<file path="src/utv_pkg.sv">
// Shared types and constants for the UTF-8 text validator.
`timescale 1ns / 1ps

package utv_pkg;

  // Special lead byte of the open sequence; each class has its own second-byte rule.
  typedef enum logic [2:0] {
    LEAD_NONE = 3'd0,
    LEAD_C2   = 3'd1,
    LEAD_E0   = 3'd2,
    LEAD_ED   = 3'd3,
    LEAD_F0   = 3'd4,
    LEAD_F4   = 3'd5
  } lead_t;

  // Sequence state carried from one byte to the next.
  typedef struct packed {
    logic [1:0] bytes_pending;
    lead_t      lead_class;
    logic       expect_second;
    logic       error_seen;
  } utv_state_t;

  localparam utv_state_t STATE_RESET = '{
    bytes_pending: 2'd0,
    lead_class:    LEAD_NONE,
    expect_second: 1'b0,
    error_seen:    1'b0
  };

  // Byte values used by the validation rules.
  localparam logic [7:0] BYTE_SPACE   = 8'h20;
  localparam logic [7:0] BYTE_TAB     = 8'h09;
  localparam logic [7:0] BYTE_LF      = 8'h0a;
  localparam logic [7:0] BYTE_CR      = 8'h0d;
  localparam logic [7:0] BYTE_DEL     = 8'h7f;
  localparam logic [7:0] BYTE_CONT    = 8'h80;
  localparam logic [7:0] BYTE_C1_TOP  = 8'h9f;
  localparam logic [7:0] BYTE_A0      = 8'ha0;
  localparam logic [7:0] BYTE_90      = 8'h90;
  localparam logic [7:0] BYTE_C0      = 8'hc0;
  localparam logic [7:0] LEAD2_FIRST  = 8'hc2;
  localparam logic [7:0] LEAD2_LAST   = 8'hdf;
  localparam logic [7:0] LEAD3_FIRST  = 8'he0;
  localparam logic [7:0] LEAD3_SURR   = 8'hed;
  localparam logic [7:0] LEAD3_LAST   = 8'hef;
  localparam logic [7:0] LEAD4_FIRST  = 8'hf0;
  localparam logic [7:0] LEAD4_LAST   = 8'hf4;

endpackage

</file>
<file path="src/utv_if.sv">
// Valid/ready channel interfaces for the byte input and the verdict output.
`timescale 1ns / 1ps

interface utv_in_if;
  logic       valid;
  logic       ready;
  logic [7:0] data_byte;
  logic       last_byte;

  modport source (output valid, output data_byte, output last_byte, input ready);
  modport sink   (input valid, input data_byte, input last_byte, output ready);
endinterface

interface utv_out_if;
  logic valid;
  logic ready;
  logic text_ok;

  modport source (output valid, output text_ok, input ready);
  modport sink   (input valid, input text_ok, output ready);
endinterface

</file>
<file path="src/utv_step.sv">
// Per-byte state update and end-of-message verdict.
`timescale 1ns / 1ps

module utv_step
  import utv_pkg::*;
(
  input  utv_state_t cur_state,
  input  logic [7:0] data_byte,
  input  logic       last_byte,
  output utv_state_t nxt_state,
  output logic       text_ok
);

  logic       second_ok;
  logic       is_cont;
  logic       is_ctrl;
  utv_state_t upd;

  // Second-byte range rule for the special lead bytes.
  always_comb begin
    unique case (cur_state.lead_class)
      LEAD_C2: second_ok = (data_byte > BYTE_C1_TOP);
      LEAD_E0: second_ok = (data_byte >= BYTE_A0);
      LEAD_ED: second_ok = (data_byte < BYTE_A0);
      LEAD_F0: second_ok = (data_byte >= BYTE_90);
      LEAD_F4: second_ok = (data_byte < BYTE_90);
      default: second_ok = 1'b1;
    endcase
  end

  assign is_cont = ((data_byte & BYTE_C0) == BYTE_CONT);
  assign is_ctrl = ((data_byte < BYTE_SPACE) && (data_byte != BYTE_TAB) &&
                    (data_byte != BYTE_LF) && (data_byte != BYTE_CR)) ||
                   (data_byte == BYTE_DEL);

  // Sequence tracking; any broken rule sets the sticky error and clears the sequence.
  always_comb begin
    upd = cur_state;
    if (!cur_state.error_seen) begin
      if (cur_state.bytes_pending != 2'd0) begin
        if (!is_cont || (cur_state.expect_second && !second_ok)) begin
          upd = STATE_RESET;
          upd.error_seen = 1'b1;
        end else begin
          upd.expect_second = 1'b0;
          upd.bytes_pending = cur_state.bytes_pending - 2'd1;
          if (cur_state.bytes_pending == 2'd1) begin
            upd.lead_class = LEAD_NONE;
          end
        end
      end else if (!data_byte[7]) begin
        if (is_ctrl) begin
          upd.error_seen = 1'b1;
        end
      end else if ((data_byte >= LEAD2_FIRST) && (data_byte <= LEAD2_LAST)) begin
        upd.bytes_pending = 2'd1;
        upd.lead_class    = (data_byte == LEAD2_FIRST) ? LEAD_C2 : LEAD_NONE;
        upd.expect_second = 1'b1;
      end else if ((data_byte >= LEAD3_FIRST) && (data_byte <= LEAD3_LAST)) begin
        upd.bytes_pending = 2'd2;
        upd.lead_class    = (data_byte == LEAD3_FIRST) ? LEAD_E0 :
                            (data_byte == LEAD3_SURR)  ? LEAD_ED : LEAD_NONE;
        upd.expect_second = 1'b1;
      end else if ((data_byte >= LEAD4_FIRST) && (data_byte <= LEAD4_LAST)) begin
        upd.bytes_pending = 2'd3;
        upd.lead_class    = (data_byte == LEAD4_FIRST) ? LEAD_F0 :
                            (data_byte == LEAD4_LAST)  ? LEAD_F4 : LEAD_NONE;
        upd.expect_second = 1'b1;
      end else begin
        upd = STATE_RESET;
        upd.error_seen = 1'b1;
      end
    end
  end

  // The message passes only with no error and no open sequence; the last byte restarts state.
  assign text_ok   = !upd.error_seen && (upd.bytes_pending == 2'd0);
  assign nxt_state = last_byte ? STATE_RESET : upd;

endmodule

</file>
<file path="src/utf8_text_validator_core.sv">
// Top level of the UTF-8 text validator: input register, step logic, verdict register.
//
// Usage:
//   in_beat carries one message byte per beat (data_byte) and marks the final byte
//   with last_byte. out_beat carries one verdict (text_ok) per message, produced
//   only for the beat marked last; text_ok is 1 when the whole message is
//   well-formed, showable UTF-8 text.
//   Throughput is one byte per cycle unless a last byte waits behind a held
//   verdict. A byte is registered on acceptance and checked from the input
//   register; the verdict is then registered in the output register. The rate
//   is set by the combinational state update between the input and state registers.
//   If the receiver stalls, the verdict holds in the output register; bytes that
//   are not last keep flowing, and a second last byte waits in the input
//   register, which drops in_beat.ready until the held verdict is taken.
//   Reset (rst_n low, synchronous) empties both registers and clears the
//   sequence state and error flag, so the next byte starts a new message.
//   Messages must hold at least one byte.
`timescale 1ns / 1ps

module utf8_text_validator_core
  import utv_pkg::*;
(
  input  logic        clk,
  input  logic        rst_n,
  utv_in_if.sink      in_beat,
  utv_out_if.source   out_beat
);

  logic       s1_valid_r;
  logic       s1_valid_nxt;
  logic [7:0] s1_byte_r;
  logic       s1_last_r;
  utv_state_t state_r;
  utv_state_t state_nxt;
  utv_state_t step_state;
  logic       step_ok;
  logic       out_valid_r;
  logic       out_valid_nxt;
  logic       out_ok_r;
  logic       out_free;
  logic       s1_fire;
  logic       in_fire;

  // Stage advance: a last byte needs room in the verdict register.
  assign out_free     = !out_valid_r || out_beat.ready;
  assign s1_fire      = s1_valid_r && (!s1_last_r || out_free);
  assign in_beat.ready = !s1_valid_r || s1_fire;
  assign in_fire      = in_beat.valid && in_beat.ready;

  utv_step u_step (
    .cur_state (state_r),
    .data_byte (s1_byte_r),
    .last_byte (s1_last_r),
    .nxt_state (step_state),
    .text_ok   (step_ok)
  );

  // Next values of the control registers.
  always_comb begin
    s1_valid_nxt  = in_fire || (s1_valid_r && !s1_fire);
    state_nxt     = s1_fire ? step_state : state_r;
    if (s1_fire && s1_last_r) begin
      out_valid_nxt = 1'b1;
    end else begin
      out_valid_nxt = out_valid_r && !out_beat.ready;
    end
  end

  // Control registers.
  always_ff @(posedge clk) begin
    if (!rst_n) begin
      s1_valid_r  <= 1'b0;
      state_r     <= STATE_RESET;
      out_valid_r <= 1'b0;
    end else begin
      s1_valid_r  <= s1_valid_nxt;
      state_r     <= state_nxt;
      out_valid_r <= out_valid_nxt;
    end
  end

  // Payload registers.
  always_ff @(posedge clk) begin
    if (in_fire) begin
      s1_byte_r <= in_beat.data_byte;
      s1_last_r <= in_beat.last_byte;
    end
    if (s1_fire && s1_last_r) begin
      out_ok_r <= step_ok;
    end
  end

  assign out_beat.valid   = out_valid_r;
  assign out_beat.text_ok = out_ok_r;

endmodule

</file>
<file path="src/flat_wrapper.sv">
// flat-port wrapper written by rule: the top's interface ports become plain ports
module utf8_text_validator_core_flat import utv_pkg::*;
  (clk, rst_n, in_beat_valid, in_beat_data_byte, in_beat_last_byte, in_beat_ready, out_beat_valid, out_beat_text_ok, out_beat_ready);
  utv_in_if in_beat_i ();
  utv_out_if out_beat_i ();
  input  logic clk;
  input  logic rst_n;
  input wire logic [$bits(in_beat_i.valid)-1:0] in_beat_valid;
  input wire logic [$bits(in_beat_i.data_byte)-1:0] in_beat_data_byte;
  input wire logic [$bits(in_beat_i.last_byte)-1:0] in_beat_last_byte;
  output wire logic [$bits(in_beat_i.ready)-1:0] in_beat_ready;
  output wire logic [$bits(out_beat_i.valid)-1:0] out_beat_valid;
  output wire logic [$bits(out_beat_i.text_ok)-1:0] out_beat_text_ok;
  input wire logic [$bits(out_beat_i.ready)-1:0] out_beat_ready;
  assign in_beat_i.valid = in_beat_valid;
  assign in_beat_i.data_byte = in_beat_data_byte;
  assign in_beat_i.last_byte = in_beat_last_byte;
  assign in_beat_ready = in_beat_i.ready;
  assign out_beat_valid = out_beat_i.valid;
  assign out_beat_text_ok = out_beat_i.text_ok;
  assign out_beat_i.ready = out_beat_ready;
  utf8_text_validator_core u_core (.clk(clk), .rst_n(rst_n), .in_beat(in_beat_i), .out_beat(out_beat_i));
endmodule
</file>
<file path="config.mk">
export PLATFORM = sky130hd
export DESIGN_NAME = utf8_text_validator_core_flat
export DESIGN_NICKNAME = d
export VERILOG_FILES = /design/src/utv_pkg.sv /design/src/utv_if.sv /design/src/utv_step.sv /design/src/utf8_text_validator_core.sv /design/src/flat_wrapper.sv
export SDC_FILE = /design/constraint.sdc
export NUM_CORES = 1
export LEC_CHECK = 0
export ABC_AREA = 1
export BUFFER_PORTS_ARGS = -buffer_cell sky130_fd_sc_hd__buf_2
export CAP_MARGIN = 40
export CORE_ASPECT_RATIO = 1.5
export CORE_MARGIN = 5
export CORE_UTILIZATION = 60
export CTS_CLUSTER_SIZE = 30
export DETAILED_ROUTE_END_ITERATION = 16
export PLACE_DENSITY = 0.94
export SLEW_MARGIN = 0
export SYNTH_ARGS = -nofsm -noshare
export SYNTH_HDL_FRONTEND = slang
export SYNTH_SLANG_ARGS = --single-unit
</file>
<file path="constraint.sdc">
create_clock -name clk -period 3.2 [get_ports clk]
set_input_delay 0.32 -clock clk [delete_from_list [all_inputs] [get_ports clk]]
set_output_delay 0.32 -clock clk [all_outputs]
set_load 0.01 [all_outputs]
</file>
# Yosys cells after proc, flatten, opt, wreduce, memory -nomap -nowiden
# Cells that the tools add are included.
# totals
register_bits	19
input_bits	13
output_inout_bits	3
wordCells	94
# classes
n_addsub	1
magnitude_cmp	12
eq_ne	18
mux	22
n_reduce_logical	32
# ops
operator	count
== test 8 bit, second input constant	5
greater-or-equal comparator 8 bit, second input constant	5
2-to-1 mux 6 bit	5
less-or-equal comparator 8 bit, second input constant	3
!= test 8 x 4 -> 1 bit, second input constant	3
2-to-1 mux 7 bit	3
< comparator 8 bit, second input constant	2
logical AND 1 bit	13
2-to-1 mux 3 bit	3
== test 8 x 7 -> 1 bit, second input constant	1
> comparator 8 bit, second input constant	1
zero test 1 bit	8
< comparator 8 x 6 -> 1 bit, second input constant	1
2-to-1 mux 1 bit	8
== test 3 x 2 -> 1 bit, second input constant	2
== test 3 bit, second input constant	2
logical OR 1 bit	6
case mux 1 bit (5 select lines)	1
2-to-1 mux 2 bit	2
!= test 4 x 1 -> 1 bit, second input constant	1
AND reduction 4 bit	1
== test 3 x 1 -> 1 bit, second input constant	1
AND reduction 3 bit	1
nonzero test 3 bit	1
6 further kinds	6

# Logic depth before layout (Yosys ltp)
# depth
ltp_word	11
depth_mapped	11
ltp_nobuf	11

# Cells and area by module
# A second synthesis with hierarchy kept.
# unflattened
cells_unflattened	208
area_unflattened_um2	1368.8
# modules_own_cells
module	instances	cells_each	area_per_inst_um2	seq_area_each_um2
utf8_text_validator_core	1	71	749.5	480.5
utv_step	1	137	619.3	0.0

# Least setup slack after synthesis
# Ideal clock, no wire load.
# synth_timing
kind	register -> register
from	register u_core.s1_byte_r[5]
to	register u_core.out_ok_r (netlist: u_core.out_beat.text_ok) (data pin)
setup_ns	0.252
t_arrival_ns	1.322
required_ns	2.948
slack_ns	1.626
stages_incl_launch_ff	10
n_path_buf	0
period_less_slack_ns	1.574
path_cell_list	edfxtp_1 -> nor2_1 -> nand3_1 -> nand3_2 -> nand3_1 -> or2_1 -> nand2_1 -> nand2_2 -> nand2_1 -> nor2_1
# synth_between
elab_chain_len	11
elab_cells_between_ends	43
classes_between	12 x order compare; 4 x eq/ne; 14 x mux; 13 x reduce/logical
# synth_lines
item	line_no	source
start, declared	utf8_text_validator_core.sv:31	logic [7:0] s1_byte_r;
start signal, assigned	utf8_text_validator_core.sv:85	s1_byte_r <= in_beat.data_byte;
branches (longest 7 deep; another with < comparator 8 bit)	n/a	
2-to-1 mux 7 bit *	utv_step.sv:40	if (cur_state.bytes_pending != 2'd0) begin
2-to-1 mux 7 bit *	utv_step.sv:39	if (!cur_state.error_seen) begin
zero test 1 bit	utv_step.sv:77	assign text_ok = !upd.error_seen && (upd.bytes_pending == 2'd0);
logical AND 1 bit *	utv_step.sv:77	
named net u_core.step_ok	utf8_text_validator_core.sv:36	logic step_ok;
end signal, assigned	utf8_text_validator_core.sv:89	out_ok_r <= step_ok;
end, declared	utf8_text_validator_core.sv:39	logic out_ok_r;
# Mark *: on every way through the listed nets, which the timed path passes. The select of a mux whose other input is x is not followed.
# A chain may end at the register's enable or synchronous reset.

# Worst setup path in the final report
# Ends and elaborated chain as after synthesis.

==> results.ini <==
[cells_and_area]
nNetsFinal = 204
fillers = 161
post-route-util = 0.675
seqCellArea_um2 = 480
n_antenna_cell = 0
multi_input_area_um2 = 634
syn_to_final_growth_pct = 10.8
drive_gt1_frac = 0.176

[routing]
wirelength_um = 2610
firstDrtPassIters = 4
viasPerCell = 5.89
vias = 1237
ant_nets = 0
wl_per_cell_um = 12.4
drc = 0
drt_iter0_markers = 60

[cts]
cts_buffer_depth = 2
post_cts_buffers = 0
clkSinkCount = 19
holdBufCountCts = 0
cts_tree = yes
cts_buffers = 3
post_cts_resized = 0
cts-root-buf = clkbuf_4
clk-insertion-delay-late_ps = 300
path_clk_slew_ps = 100
htreeDepth = 1

[yosys]
synth_most_common_cell = nand2_1
synthCells = 169
ys_async_sr_fraction = 0
synth-edff-count = 10
yosysWarnings = 0
synth_common_cells = 42 x nand2_1, 24 x nor2_1, 21 x inv_1
postSynthAreaPerCell_um2 = 7.13
synth_top_area_cell = edfxtp_1
synth_cell_types = 26
ys.flop_type = edfxtp_1
yosysSeqAreaShare = 0.399
synth.top_cell.area_share = 0.249
synth.area.top_cells = edfxtp_1 25%, dfxtp_1 15%, nand2_1 13%
syn_area_um2 = 1200
ys_seq_elements = 19
syn_nets = 184

[setup_path]
end_kind = register
crit_type = reg -> reg
cp_data_required_time_ps = 3270
cp.arrival_ps = 1840
reg2reg_depth = 9
crit_path_max_fanout = 7
cp-start-kind = register
timing.rr.start = u_core.s1_byte_r[5]
r2r_setup_slack_ps = 1430
r2r-end = u_core.out_beat.text_ok

[min_path]
holdPathEnd = u_core.s1_byte_r[2]
min_from = in_beat_data_byte[2]
hold-path-cell-count = 1
hold_class = in -> reg

[sta]
tightest_slew_ps = 487
slew_headroom = 0.673
maxSlewViolCount = 0
timing.final.ws_setup_ps = 1430
setup_viol = 0
finalCritPeriodShare = 0.554
hold_violations = 0
fmax_mhz = 564
finalClockSkew_ps = 3.70
period_needed_ps = 1770
tns_ps = 0
rsz0062_at_grt = false

[global_routing]
globalRouteOverflowTotal = 0
grt_max_degree = 12
grt_pass1_wl_um = 4750
first_global_vias = 1237
antenna_found_initial = 0
grtUsageTotal = 0.213

[floorplan]
die_w_um = 46.6
initial_utilization = 0.609
io_pins = 16
die-area_um2 = 3020
core_area_um2 = 1980
rows = 20
dieHeight_um = 64.9

[power]
leakage_nw = 0.593
p_per_area_nw_per_um2 = 363
total_power_w = 0.000485
ir_drop_mv = 0.295

[run]
drv_cap = 0

[placement]
io_buffers = 15
gp_congestion = 0.894
preCtsSetupSlack_ps = 1460
dp_hpwl_um = 2090

[run_status]
outcome = finished clean

logic make-up (layout without fill, tap and decap cells):
group	Yosys count	count (layout)	synth area share
simple gates	103	103	0.396
flops	19	19	0.399
buf+inv	24	43	0.0748
fa+ha+maj	2	2	0.0208
compound gates	21	21	0.110
report_power, final:
part           internal [W]  leakage (nW)  switching, W  total (W)
sequential         0.000270         0.171     0.0000154   0.000286
clock             0.0000467        0.0177     0.0000719   0.000119
combinational     0.0000293         0.404     0.0000508  0.0000801
total              0.000346         0.593      0.000138   0.000485
through the flow:
stage / cells / hold WS, ps / area (um2)
final: 210 / 185 / 1340
after detailed placement: 206 / 470 / 1310
after global routing: 210 / 158 / 1340
after global placement: 206 / 467 / 1310
after floorplan: 169 / 419 / 1200
after CTS: 210 / 180 / 1340
cell usage in the layout (no fill, tap or decap), drive strengths merged:
master / netlist / routed
ha: 2 / 2
buf: 0 / 15
clkinv: 1 / 2
nand3b: 1 / 1
o21ai: 6 / 6
a31oi: 1 / 1
o211ai: 3 / 3
nand3: 23 / 23
a21boi: 1 / 1
nor3: 4 / 4
a21oi: 8 / 8
dfxtp: 9 / 9
o21a: 1 / 1
nand2: 44 / 44
inv: 23 / 23
edfxtp: 10 / 10
nand4: 5 / 5
nor2: 25 / 25
o31ai: 1 / 1
or2: 1 / 1
clkbuf: 0 / 3
metal layers:
| metal | vias to the layer above | GRT usage | wire [um] |
|---|---|---|---|
| li1 | 602 | - | - |
| met1 | 559 | 0.234 | 952 |
| met2 | 62 | 0.357 | 1360 |
| met3 | 14 | 0.0528 | 194 |
| met4 | 0 | 0.114 | 109 |
| met5 | - | 0 | 0 |
how the worst max path moves through the flow:
stage | start | end | cells after the start
floorplan | u_core.s1_byte_r[5] | u_core.out_beat.text_ok | 9
global placement | u_core.s1_byte_r[5] | u_core.out_beat.text_ok | 9
finish | u_core.s1_byte_r[5] | u_core.out_beat.text_ok | 9
global route | u_core.s1_byte_r[5] | u_core.out_beat.text_ok | 9
CTS | u_core.s1_byte_r[5] | u_core.out_beat.text_ok | 9
detailed placement | u_core.s1_byte_r[5] | u_core.out_beat.text_ok | 9
critical path: stages, from the launching register on:
cell	delay, ps
edfxtp_1	510
nor2_1	230
nand3_1	130
nand3_2	110
nand3_1	90
or2_1	220
nand2_1	80
nand2_2	60
nand2_1	60
nor2_1	40
area by class of cell:
cell class / instances / share of cell area
clock buffers: 3 / 0.0169
clock inverters: 1 / 0.00375
inverters: 24 / 0.0675
multi-input cells: 126 / 0.475
flip-flops and latches: 19 / 0.360
well taps: 22 / 0.0206
repair buffers: 15 / 0.0562
registers in the layout (all words and copies together) (netlist names):
register,cells
u_core.s1_byte_r,8
u_core.s1_valid_r,1
u_core.out_beat.valid,1
u_core.state_r,7
u_core.out_beat.text_ok,1
u_core.s1_last_r,1
Note: power is estimated with default switching activity, not from simulation.
